==> config.mk <==
export PLATFORM = sky130hd
export DESIGN_NAME = websocket_frame_deframer_core
export DESIGN_NICKNAME = d
export VERILOG_FILES = /design/src/rtl/core/wfd_pkg.sv /design/src/rtl/core/websocket_frame_deframer_core.sv /design/src/rtl/core/wfd_cfg.sv /design/src/rtl/core/wfd_parser.sv /design/src/rtl/core/wfd_outq.sv
export SDC_FILE = /design/constraint.sdc
export NUM_CORES = 1
export LEC_CHECK = 0
export ABC_CLOCK_PERIOD_IN_PS = 7200
export BUFFER_PORTS_ARGS = -buffer_cell sky130_fd_sc_hd__buf_2
export CORE_MARGIN = 8
export CORE_UTILIZATION = 62
export CTS_CLUSTER_DIAMETER = 100
export DETAILED_ROUTE_END_ITERATION = 10
export PLACE_DENSITY = 0.92
export SYNTH_ARGS = -nofsm -noshare
export SYNTH_HDL_FRONTEND = slang
export SYNTH_SLANG_ARGS = --single-unit
export TNS_END_PERCENT = 10
==> constraint.sdc <==
create_clock -name clk -period 7.2 [get_ports clk]
set_input_delay 1.44 -clock clk [delete_from_list [all_inputs] [get_ports clk]]
set_output_delay 1.44 -clock clk [all_outputs]
set_load 0.05 [all_outputs]
==> src/rtl/core/wfd_pkg.sv <==
package wfd_pkg;

  localparam logic [1:0] ERR_NONE = 2'd0;
  localparam logic [1:0] ERR_MASK = 2'd1;
  localparam logic [1:0] ERR_LEN  = 2'd2;

  localparam logic [3:0] OPC_CONT  = 4'h0;
  localparam logic [3:0] OPC_CLOSE = 4'h8;

  localparam logic [6:0] LEN_EXT16 = 7'd126;

  localparam logic [2:0] CNT_MASK  = 3'd4;
  localparam logic [2:0] CNT_EXT16 = 3'd2;
  // eight bytes: the counter wraps through zero
  localparam logic [2:0] CNT_EXT64 = 3'd0;

  localparam logic        REG_MAX_MSG     = 1'b0;
  localparam logic [31:0] MAX_MSG_RST_VAL = 32'd1048576;

  typedef struct packed {
    logic [7:0] payload_byte;
    logic       byte_valid;
    logic       message_last;
    logic [3:0] message_opcode;
    logic [1:0] error_code;
    logic       closed;
  } wfd_item_t;

  typedef struct packed {
    logic      valid;
    wfd_item_t item;
  } wfd_push_t;

endpackage

==> src/rtl/core/websocket_frame_deframer_core.sv <==
// A byte passes the input register, then the result queue, before its result can be accepted.
// Throughput: one byte per cycle while the queue has room; header, length and mask bytes
// give no result save a mask or length error or an empty final frame. in_ready drops only
// while the input register holds a byte and the two-entry result queue is full.
// Reset (synchronous, rst_n low): parser to first header byte, queue empty,
// max_message_size to 1048576.
module websocket_frame_deframer_core #(
  parameter int MSG_LEN_BITS = 32
) (
  input  logic        clk,
  input  logic        rst_n,
  input  logic        in_valid,
  output logic        in_ready,
  input  logic [7:0]  in_data_byte,
  output logic        out_valid,
  input  logic        out_ready,
  output logic [7:0]  out_payload_byte,
  output logic        out_byte_valid,
  output logic        out_message_last,
  output logic [3:0]  out_message_opcode,
  output logic [1:0]  out_error_code,
  output logic        out_closed,
  input  logic        cfg_psel,
  input  logic        cfg_penable,
  input  logic        cfg_pwrite,
  input  logic [2:0]  cfg_paddr,
  input  logic [31:0] cfg_pwdata,
  output logic [31:0] cfg_prdata,
  output logic        cfg_pready
);
  import wfd_pkg::*;

  logic [31:0] max_msg;
  logic        q_full;
  wfd_push_t   push;
  wfd_item_t   item;

  wfd_cfg u_cfg (
    .clk        (clk),
    .rst_n      (rst_n),
    .cfg_psel   (cfg_psel),
    .cfg_penable(cfg_penable),
    .cfg_pwrite (cfg_pwrite),
    .cfg_paddr  (cfg_paddr),
    .cfg_pwdata (cfg_pwdata),
    .cfg_prdata (cfg_prdata),
    .cfg_pready (cfg_pready),
    .max_msg_o  (max_msg)
  );

  wfd_parser #(
    .MSG_LEN_BITS(MSG_LEN_BITS)
  ) u_parser (
    .clk         (clk),
    .rst_n       (rst_n),
    .in_valid    (in_valid),
    .in_ready    (in_ready),
    .in_data_byte(in_data_byte),
    .max_msg_i   (max_msg),
    .q_full_i    (q_full),
    .push_o      (push)
  );

  wfd_outq u_outq (
    .clk      (clk),
    .rst_n    (rst_n),
    .push_i   (push),
    .q_full_o (q_full),
    .out_valid(out_valid),
    .out_ready(out_ready),
    .item_o   (item)
  );

  assign out_payload_byte   = item.payload_byte;
  assign out_byte_valid     = item.byte_valid;
  assign out_message_last   = item.message_last;
  assign out_message_opcode = item.message_opcode;
  assign out_error_code     = item.error_code;
  assign out_closed         = item.closed;

endmodule

==> src/rtl/core/wfd_cfg.sv <==
module wfd_cfg (
  input  logic        clk,
  input  logic        rst_n,
  input  logic        cfg_psel,
  input  logic        cfg_penable,
  input  logic        cfg_pwrite,
  input  logic [2:0]  cfg_paddr,
  input  logic [31:0] cfg_pwdata,
  output logic [31:0] cfg_prdata,
  output logic        cfg_pready,
  output logic [31:0] max_msg_o
);
  import wfd_pkg::*;

  logic [31:0] max_msg_r;
  logic        wr_en;

  assign cfg_pready = 1'b1;
  assign wr_en      = cfg_psel && cfg_penable && cfg_pwrite && (cfg_paddr[2] == REG_MAX_MSG);
  assign cfg_prdata = (cfg_paddr[2] == REG_MAX_MSG) ? max_msg_r : 32'd0;
  assign max_msg_o  = max_msg_r;

  always_ff @(posedge clk) begin
    if (!rst_n) begin
      max_msg_r <= MAX_MSG_RST_VAL;
    end else if (wr_en) begin
      max_msg_r <= cfg_pwdata;
    end
  end

endmodule

==> src/rtl/core/wfd_parser.sv <==
module wfd_parser #(
  parameter int MSG_LEN_BITS = 32
) (
  input  logic                clk,
  input  logic                rst_n,
  input  logic                in_valid,
  output logic                in_ready,
  input  logic [7:0]          in_data_byte,
  input  logic [31:0]         max_msg_i,
  input  logic                q_full_i,
  output wfd_pkg::wfd_push_t  push_o
);
  import wfd_pkg::*;

  typedef enum logic [2:0] {
    PH_HDR0, PH_HDR1, PH_EXT, PH_MASK, PH_DATA, PH_ERR_MASK, PH_ERR_LEN, PH_CLOSED
  } phase_t;

  localparam logic [63:0] LEN_CAP = {64{1'b1}} >> (64 - MSG_LEN_BITS);

  phase_t                    phase_r, phase_nxt;
  logic                      in_v_r, in_v_nxt;
  logic [7:0]                in_b_r;
  logic [2:0]                cnt_r, cnt_nxt;
  logic                      fin_r, fin_nxt;
  logic [3:0]                op_r, op_nxt;
  logic [31:0]               key_r, key_nxt;
  logic [1:0]                mp_r, mp_nxt;
  logic [63:0]               fr_r, fr_nxt;
  logic [MSG_LEN_BITS-1:0]   ml_r, ml_nxt;
  logic                      adv;
  logic                      accept;
  logic [63:0]               cfg64;
  logic [63:0]               lim64;
  logic [64:0]               sum;
  logic                      too_long;
  logic [7:0]                key_byte;
  logic                      is_close;
  wfd_push_t                 push;

  assign accept   = in_valid && in_ready;
  assign in_ready = !in_v_r || !q_full_i;
  assign adv      = in_v_r && !q_full_i;

  assign cfg64    = 64'(max_msg_i);
  assign lim64    = (cfg64 > LEN_CAP) ? LEN_CAP : cfg64;
  assign sum      = {1'b0, fr_r} + 65'(ml_r);
  assign too_long = sum > {1'b0, lim64};
  assign key_byte = key_r[{~mp_r, 3'b000} +: 8];
  assign is_close = (op_r == OPC_CLOSE);

  always_comb begin
    phase_nxt = phase_r;
    cnt_nxt   = cnt_r;
    fin_nxt   = fin_r;
    op_nxt    = op_r;
    key_nxt   = key_r;
    mp_nxt    = mp_r;
    fr_nxt    = fr_r;
    ml_nxt    = ml_r;
    push      = '0;
    push.item.message_opcode = op_r;
    in_v_nxt  = in_v_r;
    if (accept) begin
      in_v_nxt = 1'b1;
    end else if (adv) begin
      in_v_nxt = 1'b0;
    end
    if (adv) begin
      case (phase_r)
        PH_HDR0: begin
          fin_nxt = in_b_r[7];
          if (in_b_r[3:0] != OPC_CONT) begin
            op_nxt = in_b_r[3:0];
          end
          phase_nxt = PH_HDR1;
        end
        PH_HDR1: begin
          if (!in_b_r[7]) begin
            phase_nxt = PH_ERR_MASK;
            push.valid = 1'b1;
            push.item.error_code = ERR_MASK;
          end else begin
            key_nxt = '0;
            if (in_b_r[6:0] < LEN_EXT16) begin
              fr_nxt    = 64'(in_b_r[6:0]);
              cnt_nxt   = CNT_MASK;
              phase_nxt = PH_MASK;
            end else begin
              fr_nxt    = '0;
              cnt_nxt   = (in_b_r[6:0] == LEN_EXT16) ? CNT_EXT16 : CNT_EXT64;
              phase_nxt = PH_EXT;
            end
          end
        end
        PH_EXT: begin
          fr_nxt  = {fr_r[55:0], in_b_r};
          cnt_nxt = cnt_r - 3'd1;
          if (cnt_r == 3'd1) begin
            cnt_nxt   = CNT_MASK;
            phase_nxt = PH_MASK;
          end
        end
        PH_MASK: begin
          key_nxt = {key_r[23:0], in_b_r};
          cnt_nxt = cnt_r - 3'd1;
          if (cnt_r == 3'd1) begin
            if (too_long) begin
              phase_nxt = PH_ERR_LEN;
              push.valid = 1'b1;
              push.item.error_code = ERR_LEN;
            end else begin
              ml_nxt = sum[MSG_LEN_BITS-1:0];
              mp_nxt = 2'd0;
              if (fr_r == 64'd0) begin
                phase_nxt = PH_HDR0;
                if (fin_r) begin
                  ml_nxt = '0;
                  push.valid = 1'b1;
                  push.item.message_last = 1'b1;
                  push.item.closed = is_close;
                  phase_nxt = is_close ? PH_CLOSED : PH_HDR0;
                end
              end else begin
                phase_nxt = PH_DATA;
              end
            end
          end
        end
        PH_DATA: begin
          push.valid = 1'b1;
          push.item.byte_valid = 1'b1;
          push.item.payload_byte = in_b_r ^ key_byte;
          mp_nxt = mp_r + 2'd1;
          fr_nxt = fr_r - 64'd1;
          if (fr_r == 64'd1) begin
            phase_nxt = PH_HDR0;
            if (fin_r) begin
              ml_nxt = '0;
              push.item.message_last = 1'b1;
              push.item.closed = is_close;
              phase_nxt = is_close ? PH_CLOSED : PH_HDR0;
            end
          end
        end
        PH_ERR_MASK: begin
          push.valid = 1'b1;
          push.item.error_code = ERR_MASK;
        end
        PH_ERR_LEN: begin
          push.valid = 1'b1;
          push.item.error_code = ERR_LEN;
        end
        default: begin
        end
      endcase
    end
  end

  assign push_o = push;

  always_ff @(posedge clk) begin
    if (!rst_n) begin
      phase_r <= PH_HDR0;
      in_v_r  <= 1'b0;
      cnt_r   <= '0;
      fin_r   <= 1'b0;
      op_r    <= '0;
      key_r   <= '0;
      mp_r    <= '0;
      fr_r    <= '0;
      ml_r    <= '0;
    end else begin
      phase_r <= phase_nxt;
      in_v_r  <= in_v_nxt;
      cnt_r   <= cnt_nxt;
      fin_r   <= fin_nxt;
      op_r    <= op_nxt;
      key_r   <= key_nxt;
      mp_r    <= mp_nxt;
      fr_r    <= fr_nxt;
      ml_r    <= ml_nxt;
    end
  end

  always_ff @(posedge clk) begin
    if (accept) begin
      in_b_r <= in_data_byte;
    end
  end

  a_closed_sticky: assert property (@(posedge clk) disable iff (!rst_n)
    phase_r == PH_CLOSED |=> phase_r == PH_CLOSED)
    else $error("closed state left");

  a_err_sticky: assert property (@(posedge clk) disable iff (!rst_n)
    (phase_r == PH_ERR_MASK || phase_r == PH_ERR_LEN) |=> $stable(phase_r))
    else $error("error state left");

  a_data_clean: assert property (@(posedge clk) disable iff (!rst_n)
    (push.valid && push.item.byte_valid) |-> push.item.error_code == ERR_NONE)
    else $error("data item carries an error");

  a_no_push_closed: assert property (@(posedge clk) disable iff (!rst_n)
    phase_r == PH_CLOSED |-> !push.valid)
    else $error("item after close");

endmodule

==> src/rtl/core/wfd_outq.sv <==
module wfd_outq (
  input  logic               clk,
  input  logic               rst_n,
  input  wfd_pkg::wfd_push_t push_i,
  output logic               q_full_o,
  output logic               out_valid,
  input  logic               out_ready,
  output wfd_pkg::wfd_item_t item_o
);
  import wfd_pkg::*;

  wfd_item_t  ent_r [2];
  logic       wp_r, rp_r;
  logic [1:0] cnt_r, cnt_nxt;
  logic       pop;

  assign out_valid = (cnt_r != 2'd0);
  assign q_full_o  = (cnt_r == 2'd2);
  assign pop       = out_valid && out_ready;
  assign item_o    = ent_r[rp_r];

  always_comb begin
    cnt_nxt = cnt_r;
    if (push_i.valid && !pop) begin
      cnt_nxt = cnt_r + 2'd1;
    end else if (!push_i.valid && pop) begin
      cnt_nxt = cnt_r - 2'd1;
    end
  end

  always_ff @(posedge clk) begin
    if (!rst_n) begin
      wp_r  <= 1'b0;
      rp_r  <= 1'b0;
      cnt_r <= '0;
    end else begin
      cnt_r <= cnt_nxt;
      if (push_i.valid) begin
        wp_r <= ~wp_r;
      end
      if (pop) begin
        rp_r <= ~rp_r;
      end
    end
  end

  always_ff @(posedge clk) begin
    if (push_i.valid) begin
      ent_r[wp_r] <= push_i.item;
    end
  end

  a_no_overflow: assert property (@(posedge clk) disable iff (!rst_n)
    push_i.valid |-> cnt_r != 2'd2)
    else $error("push into full queue");

  a_cnt_range: assert property (@(posedge clk) disable iff (!rst_n)
    cnt_r != 2'd3)
    else $error("queue count out of range");

  a_ptr_match: assert property (@(posedge clk) disable iff (!rst_n)
    (cnt_r == 2'd0 || cnt_r == 2'd2) |-> wp_r == rp_r)
    else $error("queue pointers disagree with count");

endmodule
==> results.md <==
Run status:
- The flow ran to the end, and the final reports show no timing, DRC or antenna violations.

Cells and area:
- The core utilization of the finished layout is 67.6%.
- The number of nets in the finished design is 1998.
- The finished cells cover 15600 µm².
- The area growth from synthesis to layout is 8.34%.
- The number of inserted diodes is 0.
- The layout cell share with drive strength beyond 1 is 10.8%.

Power and ir drop:
- The peak supply drop is 0.226 mV.
- The switching power share of the total is 29.0%.
- Summed over all cells, the static leakage comes to 6.07 nW.
- Internal power comes to 0.00218 W.
- The analysis attributes to net switching a power of 0.000892 W.
- The clock share of power is 40.7%.
- Sequential cells burn 43.3% of the power.
- The power per unit of standard cell area is 197 nW/µm².
- Per report_power, the combinational group accounts for 16.1% of the total.

Clock network:
- The clock latency of the later-clocked register in the worst-skew pair is 530 ps.
- The number of buffers created by CTS is 24.
- After clock tree synthesis, the clock-pin slew on the worst setup and hold paths is 60 ps.
- Counting every sink on the clock net gives 221.
- TritonCTS built the clock tree.
- The cell chosen for the clock root is sky130_fd_sc_hd__clkbuf_16.
- The post-CTS resize count is 0.
- The buffer depth of the longest clock path is 3.
- The number of hold buffers added after cts is 0.
- The CTS H-tree depth is 1.
- The number of setup buffers added after CTS is 0.

Synth:
- The synthesized instance count is 1878.
- After synthesis, the most frequently instantiated cells are sky130_fd_sc_hd__nand2_1, sky130_fd_sc_hd__nor2_1, sky130_fd_sc_hd__dfxtp_1.
- The netlist uses 81 different library cells.
- The post-synthesis instance area is 14400 µm².
- Yosys printed 0 warnings.
- The biggest area contributor in the post-synthesis netlist is sky130_fd_sc_hd__dfxtp_1.
- The mean cell area of the mapped netlist is 7.68 µm².
- The dominant register cell in the synthesized netlist is sky130_fd_sc_hd__dfxtp_1.
- For this run, the register share of the synthesized area comes to 33.6%.
- In the synthesized netlist the async set-or-reset flop fraction comes to 0%.
- In this run, synthesis produced a sequential element count of 221.
- Counting flops with a built-in enable in the synthesized netlist gives 42.
- Counting every net in the synthesized netlist gives 1998.
- Of the post-synthesis cell area, the dominant cell type holds 24.9%.
- The cell with the most instances after synthesis is sky130_fd_sc_hd__nand2_1.
- After synthesis, the cell types taking the most area are sky130_fd_sc_hd__dfxtp_1, sky130_fd_sc_hd__edfxtp_1, sky130_fd_sc_hd__nand2_1, sky130_fd_sc_hd__nor2_1, sky130_fd_sc_hd__ha_1.

Floorplan:
- The number of standard-cell rows in the floorplan is 56.
- In this run the vertical extent of the chip is 169 µm.
- The starting utilization of the core area is 62.4%.
- The number of ports placed on the die boundary is 102.
- The full die area is 28400 µm².
- The core region area is 23100 µm².
- The die is 169 µm wide.

Worst setup path:
- The worst setup path startpoint is u_parser.fr_r[7]$_SDFFE_PN0P_.
- Counting both buffers and inverters, the worst setup path holds a total of 1.
- The library cell contributing the largest single delay on the critical path is sky130_fd_sc_hd__o21ai_0.
- The required arrival time at the worst endpoint is 7640 ps.
- Counting stages on the worst path, the most repeated cell is sky130_fd_sc_hd__nand2_1.
- The worst stage delay on the critical path is 550 ps.
- The setup path with the least slack is of type register to register.
- The endpoint identified for the worst register-to-register timing path is u_outq.cnt_r[1]$_SDFFE_PN0P_.
- The start of the worst register-to-register path is u_parser.fr_r[7]$_SDFFE_PN0P_.
- STA classifies the critical path startpoint as a register.
- The data arrival at the endpoint of the critical path is 7270 ps.
- The worst reg-to-reg setup slack is 370 ps.
- The count of cell instances traversed by the critical path is 25.
- The number of cells on the worst reg-to-reg path is 25.
- The cell family contributing the most delay on the critical path is compound AO/OA/AOI/OAI gates.
- Of all nets on the critical path, the largest fanout is 7.
- In this run the worst setup path terminates at u_outq.cnt_r[1]$_SDFFE_PN0P_.
- The worst setup path is captured at a register.

Timing:
- The max-slew violation count was 0.
- For this run, the top clock speed supported by timing is 146 MHz.
- For the final routed database, the setup TNS stands at 0 ps.
- On the final layout, the worst clock skew is 12.9 ps.
- On the final layout, the worst hold slack is 455 ps.
- Subtracting the final worst setup slack from the clock period gives 6830 ps.
- The number of endpoints with negative hold slack in the final report is 0.
- The slew at the pin closest to its max-slew limit is 1250 ps.
- Setup violations remaining at the end of the flow were counted as 0.
- In this run the tightest slew margin relative to its limit is 16.6%.
- Setup repair after global routing left no endpoint under its margin.
- The final period utilization is 94.9%.

Placed design:
- At the end of routability-driven placement, the weighted congestion stood at 0.979.
- The wire-length estimate of the detail-placed layout is 29600 µm.
- The cell area after placement is 14800 µm².
- Port buffering added 98 buffers.

Min path:
- The worst hold path belongs to the class register to register.

GRT:
- The via count of the first global-routing pass came to 13700.
- The overflow left after global routing is 0.
- Entering global routing, the biggest net connects 104 pins.
- The initial antenna violation count was 0.
- The wire length of the first global-routing pass is 69200 µm.
- Global routing consumed, over all layers together, 29.0% of the routing resources.

Route:
- The pre-antenna-repair detailed-routing pass consisted of 6 iterations.
- The number of DRC violations after detailed-routing iteration 0 is 1888.
- After detailed routing, the number of remaining DRC violations is 0.
- For this block, the via count after detailed routing is 14600.
- Dividing the detail-routed wire length by the instance count gives 19.6 µm.
- The count of nets left with antenna violations once routing finished came out at 0.
- The number of vias per cell after detailed routing is 6.66.
- The sum of routed wire length over all layers is 42800 µm.

Run:
- The number of maximum-capacitance constraint violations is 0.
==> sequential cells by signal (all words and copies together) (netlist names), 3 cells and up, named ones only <==
signal            flops
u_parser.fr_r        64
u_parser.cnt_r        3
u_parser.in_b_r       8
u_parser.phase_r      3
u_parser.ml_r        32
u_parser.key_r       32
u_outq.ent_r         34
u_cfg.max_msg_o      32
u_parser.op_r         4
==> kinds of logic (layout without fill, tap and decap cells) <==
kind of cell / Yosys count / count (layout) / share of synthesized area, %
adder cells (fa/ha/maj): 70 / 70 / 6.13
AND/OR/NAND/NOR: 746 / 746 / 23.9
multiplexers: 35 / 35 / 3.28
AO/OA/AOI/OAI: 518 / 518 / 22.9
flip-flops: 221 / 221 / 33.6
buffers and inverters: 224 / 242 / 6.32
XOR/XNOR: 63 / 63 / 3.83
other: 1 / 1 / 0.0260
==> worst min-delay path by stage <==
| stage | to | startpoint | depth (start not counted) | slack (ps) |
|---|---|---|---|---|
| after global placement | u_cfg.max_msg_o[26]$_SDFFE_PN0P_ | u_cfg.max_msg_o[26]$_SDFFE_PN0P_ | 2 | 440 |
| after global routing | u_cfg.max_msg_o[13]$_SDFFE_PN0P_ | u_cfg.max_msg_o[13]$_SDFFE_PN0P_ | 2 | 470 |
| after CTS | u_cfg.max_msg_o[21]$_SDFFE_PN0P_ | u_cfg.max_msg_o[21]$_SDFFE_PN0P_ | 2 | 450 |
| after detailed placement | u_cfg.max_msg_o[21]$_SDFFE_PN0P_ | u_cfg.max_msg_o[21]$_SDFFE_PN0P_ | 2 | 450 |
| after floorplan | u_cfg.max_msg_o[10]$_SDFFE_PN0P_ | u_cfg.max_msg_o[10]$_SDFFE_PN0P_ | 2 | 440 |
| final | u_cfg.max_msg_o[23]$_SDFFE_PN0P_ | u_cfg.max_msg_o[23]$_SDFFE_PN0P_ | 2 | 450 |
==> placed cells by master (no fill, tap or decap), types with 25 or more instances in the layout <==
cell type and count:
sky130_fd_sc_hd__nand2_1 242, sky130_fd_sc_hd__nor2_1 241, sky130_fd_sc_hd__dfxtp_1 179, sky130_fd_sc_hd__a21oi_1 170
sky130_fd_sc_hd__o21ai_0 105, sky130_fd_sc_hd__buf_2 98, sky130_fd_sc_hd__inv_1 86, sky130_fd_sc_hd__ha_1 69
sky130_fd_sc_hd__a22oi_1 57, sky130_fd_sc_hd__nand4_1 51, sky130_fd_sc_hd__nor3_1 50, sky130_fd_sc_hd__edfxtp_1 42
sky130_fd_sc_hd__xnor2_1 37, sky130_fd_sc_hd__nand3_1 29, sky130_fd_sc_hd__o22ai_1 27, sky130_fd_sc_hd__xor2_1 26
sky130_fd_sc_hd__clkbuf_16 25
==> tightest hold or removal path, stage by stage, from the launching register on <==
cell and delay (ps):
sky130_fd_sc_hd__dfxtp_1 310, sky130_fd_sc_hd__nand2_1 50, sky130_fd_sc_hd__a21oi_1 50
==> layout make-up <==
type | count | area, µm²
fill | 1847 | 7500
inverter | 87 | 329
clock inverter | 8 | 106
sequential | 221 | 4840
multi-input combinational | 1433 | 8690
clock buffer | 36 | 697
tap | 290 | 363
timing repair buffer | 111 | 588
==> metal layers <==
layer  routed length (µm)  global-route usage [%]  vias to the layer above  share of wire [%]
li1                     -                       -                     6753                  -
met1                17200                    37.8                     6810                 40
met2                19900                    47.7                      833                 47
met3                 4150                    4.33                      160                9.7
met4                 1580                    11.5                        0                3.7
met5                    0                       0                        -                  0
==> power by group through the flow <==
stage | clock [W] | sequential (W) | combinational [W]
global route | 0.00131 | 0.00133 | 0.000530
CTS | 0.00126 | 0.00133 | 0.000487
global placement | 0 | 0.00135 | 0.000464
floorplan | 0 | 0.00133 | 0.000384
detailed placement | 0 | 0.00135 | 0.000478
finish | 0.00125 | 0.00133 | 0.000495
==> stage by stage <==
| step | instances | total power (W) | setup WS, ps |
|---|---|---|---|
| finish | 2186 | 0.00307 | 368 |
| global route | 2186 | 0.00317 | 68.8 |
| CTS | 2186 | 0.00308 | 597 |
| detailed placement | 2142 | 0.00183 | 742 |
| global placement | 2142 | 0.00182 | 809 |
| floorplan | 1878 | 0.00171 | 1970 |
(Power assumes the default switching activity.)
